## src/hdl/drsa_pkg.sv

```systemverilog
// ----------------------------------------------------------------------------
// drsa_pkg: shared types and constants of the range split allocator
// Entry layout, operation and status codes, register indexes and limits.
// ----------------------------------------------------------------------------
package drsa_pkg;

  localparam int MAX_ENTRIES = 16;
  localparam int IDX_W       = $clog2(MAX_ENTRIES);
  localparam int CNT_W       = $clog2(MAX_ENTRIES + 1);
  localparam int ALIGN_LOG2  = 16;
  localparam int ALIGN_BYTES = 1 << ALIGN_LOG2;

  localparam logic [62:0] M63        = '1;
  localparam logic [63:0] ALIGN_MASK = 64'(ALIGN_BYTES - 1);

  typedef enum logic [1:0] {
    ST_PENDING  = 2'd0,
    ST_ACTIVE   = 2'd1,
    ST_COMPLETE = 2'd2,
    ST_ERROR    = 2'd3
  } seg_state_t;

  typedef enum logic [2:0] {
    OP_START    = 3'd0,
    OP_REQUEST  = 3'd1,
    OP_PROGRESS = 3'd2,
    OP_COMPLETE = 3'd3,
    OP_ERROR    = 3'd4,
    OP_RELEASE  = 3'd5
  } op_t;

  typedef enum logic [2:0] {
    STAT_OK         = 3'd0,
    STAT_CONN_LIMIT = 3'd1,
    STAT_NO_WORK    = 3'd2,
    STAT_UNKNOWN_ID = 3'd3,
    STAT_TABLE_FULL = 3'd4
  } status_t;

  typedef enum logic [1:0] {
    REG_FILE_SIZE = 2'd0,
    REG_MAX_CONN  = 2'd1,
    REG_MIN_SEG   = 2'd2
  } reg_idx_t;

  typedef enum logic [2:0] {
    S_IDLE,
    S_SCAN,
    S_CALC,
    S_CHECK,
    S_APPLY,
    S_DONE
  } fsm_t;

  typedef enum logic [2:0] {
    MOD_NONE,
    MOD_START,
    MOD_ASSIGN,
    MOD_SPLIT,
    MOD_PROGRESS,
    MOD_COMPLETE,
    MOD_ERROR,
    MOD_RELEASE
  } mod_t;

  typedef struct packed {
    logic [15:0] id;
    logic [62:0] start;
    logic [62:0] last;
    logic [62:0] pos;
    logic [4:0]  owner;
    logic        owned;
    seg_state_t  st;
  } entry_t;

  typedef struct packed {
    logic   valid;
    entry_t ent;
  } slot_t;

  typedef struct packed {
    logic [62:0] file_size;
    logic [5:0]  max_conn;
    logic [40:0] min_seg;
  } cfg_t;

  function automatic logic [62:0] end_plus_one(input logic [62:0] last);
    end_plus_one = (last == M63) ? M63 : last + 63'd1;
  endfunction

endpackage

```

## src/hdl/drsa_regs.sv

```systemverilog
// ----------------------------------------------------------------------------
// drsa_regs: configuration registers
// APB-style port with 64-bit data and registers at 8-byte spacing.
// ----------------------------------------------------------------------------
module drsa_regs import drsa_pkg::*; (
  input  logic        clk,
  input  logic        rst,
  input  logic        psel,
  input  logic        penable,
  input  logic        pwrite,
  input  logic [4:0]  paddr,
  input  logic [63:0] pwdata,
  output logic [63:0] prdata,
  output logic        pready,
  output cfg_t        cfg
);

  reg_idx_t idx;

  assign idx    = reg_idx_t'(paddr[4:3]);
  assign pready = 1'b1;

  always_ff @(posedge clk) begin
    if (rst) begin
      cfg.file_size <= '0;
      cfg.max_conn  <= 6'd8;
      cfg.min_seg   <= 41'd1048576;
    end else if (psel && penable && pwrite) begin
      unique case (idx)
        REG_FILE_SIZE: cfg.file_size <= pwdata[62:0];
        REG_MAX_CONN:  cfg.max_conn  <= pwdata[5:0];
        REG_MIN_SEG:   cfg.min_seg   <= pwdata[40:0];
        default: ;
      endcase
    end
  end

  always_comb begin
    unique case (idx)
      REG_FILE_SIZE: prdata = {1'b0, cfg.file_size};
      REG_MAX_CONN:  prdata = {58'd0, cfg.max_conn};
      REG_MIN_SEG:   prdata = {23'd0, cfg.min_seg};
      default:       prdata = '0;
    endcase
  end

endmodule

```

## config.mk

```make
export PLATFORM = sky130hd
export DESIGN_NAME = drsa_regs
export DESIGN_NICKNAME = d
export VERILOG_FILES = /design/src/hdl/drsa_pkg.sv /design/src/hdl/drsa_regs.sv
export SDC_FILE = /design/constraint.sdc
export NUM_CORES = 1
export LEC_CHECK = 0
export ABC_AREA = 1
export BUFFER_PORTS_ARGS = -buffer_cell sky130_fd_sc_hd__buf_2
export CORE_MARGIN = 2
export CORE_UTILIZATION = 50
export CTS_CLUSTER_DIAMETER = 120
export DETAILED_ROUTE_END_ITERATION = 8
export PLACE_DENSITY = 0.86
export SYNTH_ARGS = -nofsm -noshare
export SYNTH_HDL_FRONTEND = slang
export SYNTH_SLANG_ARGS = --single-unit
```

## constraint.sdc

```tcl
create_clock -name clk -period 1.58 [get_ports clk]
set_input_delay 0.158 -clock clk [delete_from_list [all_inputs] [get_ports clk]]
set_output_delay 0.158 -clock clk [all_outputs]
set_load 0.005 [all_outputs]
```

==> impl_results.md <==
- Status: finished clean
- Crit-path most repeated cell: buf_2
- Die height: between 100 and 150 microns
- Commonest non-fill, non-tap cell in the layout: buf_2
- Worst slew margin: roughly 65%
- Arrival time worst endpoint: roughly 1100 ps
- RSZ-0062 raised after global routing: no
- Leak: between 3 and 4 nW
- Avg WL per Cell: approximately 12 microns
- DRC viols: 0
- Clk Latency, worst-skew pair: around 360 ps
- Reg with most FFs: cfg
- First-pass GRT wire length: between 20000 and 25000 microns
- Fill cells: roughly 940
- Cts hold-fix bufs: 0
- Share of layout cells above drive strength 1: about 28%
- Setup Crit Path Kind: in2out
- Max-Cap Viols: 0
- DP HPWL: 9300 microns
- ANT cells: 0
- Hold Violations, Final: 0
- FF+latch area: approximately 2200 sq um
- Routed Antenna Nets: 0
- Setup crit end kind: output pin
- RePlAce Congestion: roughly 0.8
- Max reg flops: 110
- Root buf cell: clkbuf_8
- Fmax: roughly 0.8 GHz
- Drt first pass iters: 4
- Mapped Area: 5150 sq um
- Fin worst setup slack: approximately 300 ps
- Startpoint types: primary input
- Cts repair resizes: 0
- Syn_nets: between 800 and 900
- WL final: 13800 microns
- Sum of negative setup slack: 0 ps
- Synth area leader: dfxtp_1
- Initial antenna violation count: 0
- Pre-CTS WS: between 200 and 300 ps
- Syn_area_per_cell: 6.53 sq um
- Critical path cell sequence: buf_2 > nor2_4 > buf_12 > a22o_1 > buf_2
- Num CTS Buffers: 9
- Reg clk slew, reported paths: roughly 90 ps
- Die X-Extent: approximately 110 microns
- CTS HTree Levels: 3
- Power Dens Cells: 756 nW/um^2
- Fin Clk Skew: 0 ps
- Final setup fails: 0
- CP max stage cell: buf_12
- Vias in the first global route: approximately 4700
- Sink Count: between 100 and 150
- Worst min-delay path class: in2reg
- Cell variety after synth: 15
- Global-route usage over all layers: around a quarter
- Fin crit share: between 80% and 90%
- I/O Buffers: ~240
- Cells after Synth: 789
- Setup Fix Bufs, Post-CTS: 0
- Top-Level Pins: around 250
- Slew Limit Fails: 0
- Slowest stage delay, CP: roughly 290 ps
- Minimum clock period: ~1300 ps
- GR Overflow Total: 0
- Nets: approximately 1100
- Largest net degree at the start of global routing: 111
- Most frequent cells in the layout: buf_2 (242), nor2_1 (240), nand2_1 (132)
- Core Box Area: 10200 sq um
- Clock buffer depth: 2
- Layout area overhead: 28.9%
- Synth top area share: ~43%
- Worst Max-Slew Pin Slew: approximately 520 ps
- WP data required: ~1400 ps
- Clock tree from TritonCTS: built
- Ys Warns: 0
- Synth Register Bits: between 100 and 150
- Initial drt markers: 330
- Biggest regs: cfg (110)
- Area of the multi-input gates: approximately 2400 sq um
- Crit path max fanout: 69
- Max IR drop VDD: about 0.37 mV
- Starting Density: around half
- Vias: 5458
- Synth top area cells: dfxtp_1 (43%), nor2_1 (17%), nand3_1 (11%), nand2_1 (9.6%), inv_1 (6.3%)
- Placement Rows: 37
- Detailed-route vias per instance: approximately 4.8
- Seq/Total Area, Yosys: a little over two fifths
- Die Area: 11100 sq um
-- report_power, final --
part	switching [mW]	total, mW	internal, mW
registers	0.0480	2.88	2.83
clock network	0.930	1.50	0.570
logic	0.379	0.644	0.264
-- final timing paths --
kind / end / slack [ps] / cells after the start / start
setup / recovery: prdata[25] / 300 / 5 / paddr[4]
hold reg to reg: cfg[35] / 500 / 2 / cfg[35]
setup reg to reg: cfg[26] / 940 / 2 / cfg[26]
hold / removal: cfg[20] / 30 / 3 / pwdata[20]
-- stage by stage --
stage | cell area, sq um | hold slack [ps] | cells | power [mW] | utilization (%)
6_report | 6640 | 30.1 | 1138 | 5.02 | 65.2
5_1_grt | 6640 | 8.72 | 1138 | 5.25 | 65.2
4_1_cts | 6640 | 9.30 | 1138 | 5.07 | 65.2
3_5_place_dp | 6480 | 391 | 1123 | 3.59 | 63.6
3_3_place_gp | 6480 | 385 | 1123 | 3.58 | 63.6
2_1_floorplan | 5150 | 284 | 789 | 3.32 | -
-- cells by family after synthesis --
| family | share of synthesized area, % |
|---|---|
| and+or+nand+nor | 39.2 |
| buffers and inverters | 11.8 |
| AOI/OAI and AO/OA | 6.14 |
| DFF | 42.7 |
| other | 0.146 |
-- layout make-up --
| cell class | instances | area share, % |
|---|---|---|
| multi-input combinational | 533 | 35.6 |
| tap | 136 | 2.56 |
| inverter | 89 | 5.05 |
| clock buffer | 10 | 1.92 |
| timing repair buffer | 255 | 21.2 |
| clock inverter | 5 | 0.546 |
| sequential | 110 | 33.2 |
-- synthesized netlist by cell type --
cell type	number
nor2_1	240
nand2_1	132
nand3_1	117
dfxtp_1	110
inv_1	86
a22o_1	35
buf_2	33
clkbuf_1	15
buf_4	5
buf_1	4
nor2_2	4
inv_2	3
conb_1	2
o21ai_0	2
nor2_4	1
-- worst max-delay path, delay by kind of cell --
family	cells	cell delay, ps
AOI/OAI and AO/OA	1	210
buffers and inverters	3	530
and+or+nand+nor	1	170
-- metal layers --
layer	vias up	part of all wire, %	track usage [%]
met5	-	0	0
met2	192	50	41.6
met3	10	7.4	5.19
met1	2422	42	29.1
met4	0	0.90	6.86
li1	2834	-	-
(Power assumes the default switching activity.)
