File: src/hdl/drsa_pkg.sv
// ----------------------------------------------------------------------------
// drsa_pkg: shared types and constants of the range split allocator
// Entry layout, operation and status codes, register indexes and limits.
// ----------------------------------------------------------------------------
package drsa_pkg;

  localparam int MAX_ENTRIES = 16;
  localparam int IDX_W       = $clog2(MAX_ENTRIES);
  localparam int CNT_W       = $clog2(MAX_ENTRIES + 1);
  localparam int ALIGN_LOG2  = 16;
  localparam int ALIGN_BYTES = 1 << ALIGN_LOG2;

  localparam logic [62:0] M63        = '1;
  localparam logic [63:0] ALIGN_MASK = 64'(ALIGN_BYTES - 1);

  typedef enum logic [1:0] {
    ST_PENDING  = 2'd0,
    ST_ACTIVE   = 2'd1,
    ST_COMPLETE = 2'd2,
    ST_ERROR    = 2'd3
  } seg_state_t;

  typedef enum logic [2:0] {
    OP_START    = 3'd0,
    OP_REQUEST  = 3'd1,
    OP_PROGRESS = 3'd2,
    OP_COMPLETE = 3'd3,
    OP_ERROR    = 3'd4,
    OP_RELEASE  = 3'd5
  } op_t;

  typedef enum logic [2:0] {
    STAT_OK         = 3'd0,
    STAT_CONN_LIMIT = 3'd1,
    STAT_NO_WORK    = 3'd2,
    STAT_UNKNOWN_ID = 3'd3,
    STAT_TABLE_FULL = 3'd4
  } status_t;

  typedef enum logic [1:0] {
    REG_FILE_SIZE = 2'd0,
    REG_MAX_CONN  = 2'd1,
    REG_MIN_SEG   = 2'd2
  } reg_idx_t;

  typedef enum logic [2:0] {
    S_IDLE,
    S_SCAN,
    S_CALC,
    S_CHECK,
    S_APPLY,
    S_DONE
  } fsm_t;

  typedef enum logic [2:0] {
    MOD_NONE,
    MOD_START,
    MOD_ASSIGN,
    MOD_SPLIT,
    MOD_PROGRESS,
    MOD_COMPLETE,
    MOD_ERROR,
    MOD_RELEASE
  } mod_t;

  typedef struct packed {
    logic [15:0] id;
    logic [62:0] start;
    logic [62:0] last;
    logic [62:0] pos;
    logic [4:0]  owner;
    logic        owned;
    seg_state_t  st;
  } entry_t;

  typedef struct packed {
    logic   valid;
    entry_t ent;
  } slot_t;

  typedef struct packed {
    logic [62:0] file_size;
    logic [5:0]  max_conn;
    logic [40:0] min_seg;
  } cfg_t;

  function automatic logic [62:0] end_plus_one(input logic [62:0] last);
    end_plus_one = (last == M63) ? M63 : last + 63'd1;
  endfunction

endpackage

File: src/hdl/drsa_cell.sv
// ----------------------------------------------------------------------------
// drsa_cell: one slot of the entry ring
// Holds one table entry and takes its neighbor's entry when the ring moves.
// ----------------------------------------------------------------------------
module drsa_cell import drsa_pkg::*; (
  input  logic  clk,
  input  logic  rst,
  input  logic  shift,
  input  slot_t d,
  output slot_t q
);

  logic   valid;
  entry_t ent;

  always_ff @(posedge clk) begin
    if (rst) begin
      valid <= 1'b0;
    end else if (shift) begin
      valid <= d.valid;
    end
  end

  always_ff @(posedge clk) begin
    if (shift) begin
      ent <= d.ent;
    end
  end

  assign q = '{valid: valid, ent: ent};

endmodule

File: src/hdl/drsa_chain.sv
// ----------------------------------------------------------------------------
// drsa_chain: row of entry cells
// Each cell passes its entry toward the head; the tail takes a new word.
// ----------------------------------------------------------------------------
module drsa_chain import drsa_pkg::*; (
  input  logic  clk,
  input  logic  rst,
  input  logic  shift,
  input  slot_t tail,
  output slot_t head
);

  slot_t link [MAX_ENTRIES+1];

  assign link[MAX_ENTRIES] = tail;

  for (genvar i = 0; i < MAX_ENTRIES; i++) begin : g_cell
    drsa_cell u_cell (
      .clk   (clk),
      .rst   (rst),
      .shift (shift),
      .d     (link[i+1]),
      .q     (link[i])
    );
  end

  assign head = link[0];

endmodule

File: config.mk
export PLATFORM = sky130hd
export DESIGN_NAME = drsa_chain
export DESIGN_NICKNAME = d
export VERILOG_FILES = /design/src/hdl/drsa_pkg.sv /design/src/hdl/drsa_cell.sv /design/src/hdl/drsa_chain.sv
export SDC_FILE = /design/constraint.sdc
export NUM_CORES = 2
export LEC_CHECK = 0
export BUFFER_PORTS_ARGS = -buffer_cell sky130_fd_sc_hd__buf_2
export CAP_MARGIN = 20
export CORE_MARGIN = 2
export CORE_UTILIZATION = 35
export CTS_BUF_LIST = sky130_fd_sc_hd__clkbuf_4
export DETAILED_ROUTE_END_ITERATION = 10
export PLACE_DENSITY = 0.49
export SKIP_LAST_GASP = 1
export SYNTH_ARGS = -nofsm -noshare
export SYNTH_HDL_FRONTEND = slang
export SYNTH_SLANG_ARGS = --single-unit
File: constraint.sdc
create_clock -name clk -period 0.8 [get_ports clk]
set_input_delay 0.08 -clock clk [delete_from_list [all_inputs] [get_ports clk]]
set_output_delay 0.08 -clock clk [all_outputs]
set_load 0.005 [all_outputs]
==> impl_metrics.yaml <==
sta:
  skew_ns: 0.0857
  report.final.slew_viol_count: 0
  setup_viol: 2899
  tightest_slew_ns: 0.447
  layout_worst_path_cycle_share_pct: 281
  rsz0062_at_grt: "true"
  hold_violations: 0
  setup_ws_ns: -1.45
  finalSetupTns_ns: -2072.87
  fmax_mhz: 445
  fin_crit_ns: 2.25
  max_slew_margin_pct: 70.1
power:
  p_per_area_nw_per_um2: 2770
  p_switching_mw: 75.1
  p_comb_share_pct: 2.5
  p_leak_nw: 46.1
  sw_frac_of_total_pct: 20.8
  p_seq_share_pct: 58.7
  power_frac_clock_pct: 38.8
  ir_drop_v: 0.00132
  internal_power_mw: 286
  power_mw: 361
global_routing:
  grt_use_total_pct: 9.67
  grt_pass1_wl_um: 229000
  grt_pass1_vias: 43400
  grt-ovfl-total: 0
  antenna_found_initial: 8
  grt_max_degree: 86
clock_network:
  clock_sinks: 3424
  cts_tree: "yes"
  clockBufferDepth: 4
  cts_buffers: 857
  clk_pin_slew_ns: 0.06
  post-cts-setup-buffers: 0
  cts-htree-levels: 6
  cts_root_buf: "clkbuf_4"
  clkLatencyLatePin_ns: 1.46
setup_path:
  worstSetupPathType: "flip-flop to primary output"
  cp-start-kind: "flip-flop"
  cp_max_fo: 1
  worstPathArrival_ns: 2.17
  critPathRequiredTime_ns: 0.72
  cp-end-kind: "primary output"
yosys:
  synthAdderAreaFrac_pct: 0
  synth_xor_area_share_pct: 0
  synth_top_family_by_area: "multiplexers"
  syn_nets: 3678
  syn_area_um2: 103000
  synth_compound_area_share_pct: 0
  synth_seq_area_share_pct: 99.7
  synth_cell_types: 9
  synth_seq_cells: 3424
  syn_inst: 3461
  syn_area_per_cell_um2: 29.7
  synth.area.mux_share_pct: 0.156
  yosysWarnings: 0
  synth-simple-area-share_pct: 0.0584
drt:
  dr.first_iter.drc_count: 2412
  via_per_inst: 4.00
  vias: 40700
  wl_per_cell_um: 14.5
  wirelength_um: 147000
  dr.pass1.iters: 4
  drc: 0
  ant_nets: 0
flow_run:
  cap_violations: 0
floorplanning:
  die_h_um: 546
  initial_core_util_pct: 35.1
  num_rows: 199
  fp.dieW_um: 546
  pin_count: 431
  fp.dieArea_um2: 298000
  fp.coreArea_um2: 293000
layout:
  seqCellArea_um2: 103000
  drive_gt1_share_pct: 32.1
  num-fill-cells: 25300
  final_cells: 10200
  multi_input_area_um2: 220
  areaGrowthSynthToFinish_pct: 26.8
  final_nets: 5872
status:
  failed_checks: "setup timing"
  outcome: "finished with violations"
place:
  hpwlAfterDp_um: 76300
  io_buffers: 430
  post-place-cells: 8054
  globalplace.congestion: 0.669
min_path:
  min_path_type: "input port to flip-flop"
[routing by layer]
layer | wire length [um] | vias to the layer above | track usage (%)
li1 | - | 19200 | -
met1 | 62900 | 20100 | 11.8
met2 | 71300 | 1031 | 15.3
met3 | 8410 | 351 | 3.19
met4 | 4470 | 4 | 5.10
met5 | 33 | - | 0
[path summary, 6_finish.rpt]
check | slack, ns | depth (start not counted) | from | end
worst max-delay path | -1.45 | 2 | g_cell[0].u_cell.q[42] | head[42]
worst min-delay path | 0.19 | 5 | shift | g_cell[10].u_cell.q[26]
worst max register to register | 0.03 | 0 | g_cell[3].u_cell.q[133] | g_cell[2].u_cell.q[133]
worst min register to register | 0.35 | 0 | g_cell[8].u_cell.q[144] | g_cell[7].u_cell.q[144]
[synthesized netlist by cell type]
library cell | n | area share (%)
dfxtp_1 | 16 | 0.31
buf_4 | 1 | 0.0073
buf_1 | 1 | 0.0036
buf_2 | 1 | 0.0049
mux2i_1 | 16 | 0.16
buf_12 | 1 | 0.019
edfxtp_1 | 3408 | 99
nor2_1 | 16 | 0.058
buf_6 | 1 | 0.011
[timing repair]
action	CTS	global route
hold endpoints to repair	3637	750
endpoints found under the setup margin	215	763
gates cloned	0	2
hold buffers	665	2
resized for setup	48	18
[worst max-delay path, cell delays in order, from the launching register on]
cell,delay [ns]
edfxtp_1,0.45
buf_12,0.18
buf_6,0.11
[final cells by class]
| cell class | instances | share of cell area [%] |
|---|---|---|
| flip-flops and latches | 3424 | 78.7 |
| repair buffers | 1340 | 9.23 |
| clock buffers | 1221 | 7.02 |
| well taps | 3919 | 3.76 |
| clock inverters | 236 | 1.14 |
| multi-input cells | 32 | 0.169 |
| diodes | 7 | 0.0134 |
[cell usage in the layout (no fill, tap or decap), drive strengths merged]
cell type    instances
dlygate4sd3        650
mux2i               16
clkinv             186
edfxtp            3408
nor2                16
inv                 41
buf                687
clkinvlp             4
dfxtp               16
bufinv               5
clkbuf            1224
diode                7
[kinds of logic after synthesis]
logic type	count (synthesis)
buffers and inverters	5
DFF	3424
and+or+nand+nor	16
muxes	16
[power groups by stage]
stage / clock, mW / sequential (mW) / combinational, mW
3_3_place_gp: 0 / 216 / 6.32
2_1_floorplan: 0 / 215 / 0.0649
3_5_place_dp: 0 / 216 / 6.56
5_1_grt: 157 / 213 / 9.99
6_report: 140 / 212 / 9.12
4_1_cts: 148 / 212 / 9.35
[through the flow]
stage	hold slack, ns	util, %	worst slack, ns	area [um2]
final	0.192	44.5	-1.45	130000
after global routing	0.0125	44.5	-1.70	130000
after CTS	0.000265	44.5	-1.82	130000
after detailed placement	0.258	38.5	-0.717	113000
after global placement	0.257	38.5	-0.682	113000
after floorplan	0.179	-	0.138	103000
[registers in the layout (all words and copies together) (netlist names)]
signal	count
g_cell.u_cell.q	3408
g_cell.u_cell.valid	16
Note: power is estimated with default switching activity, not from simulation.
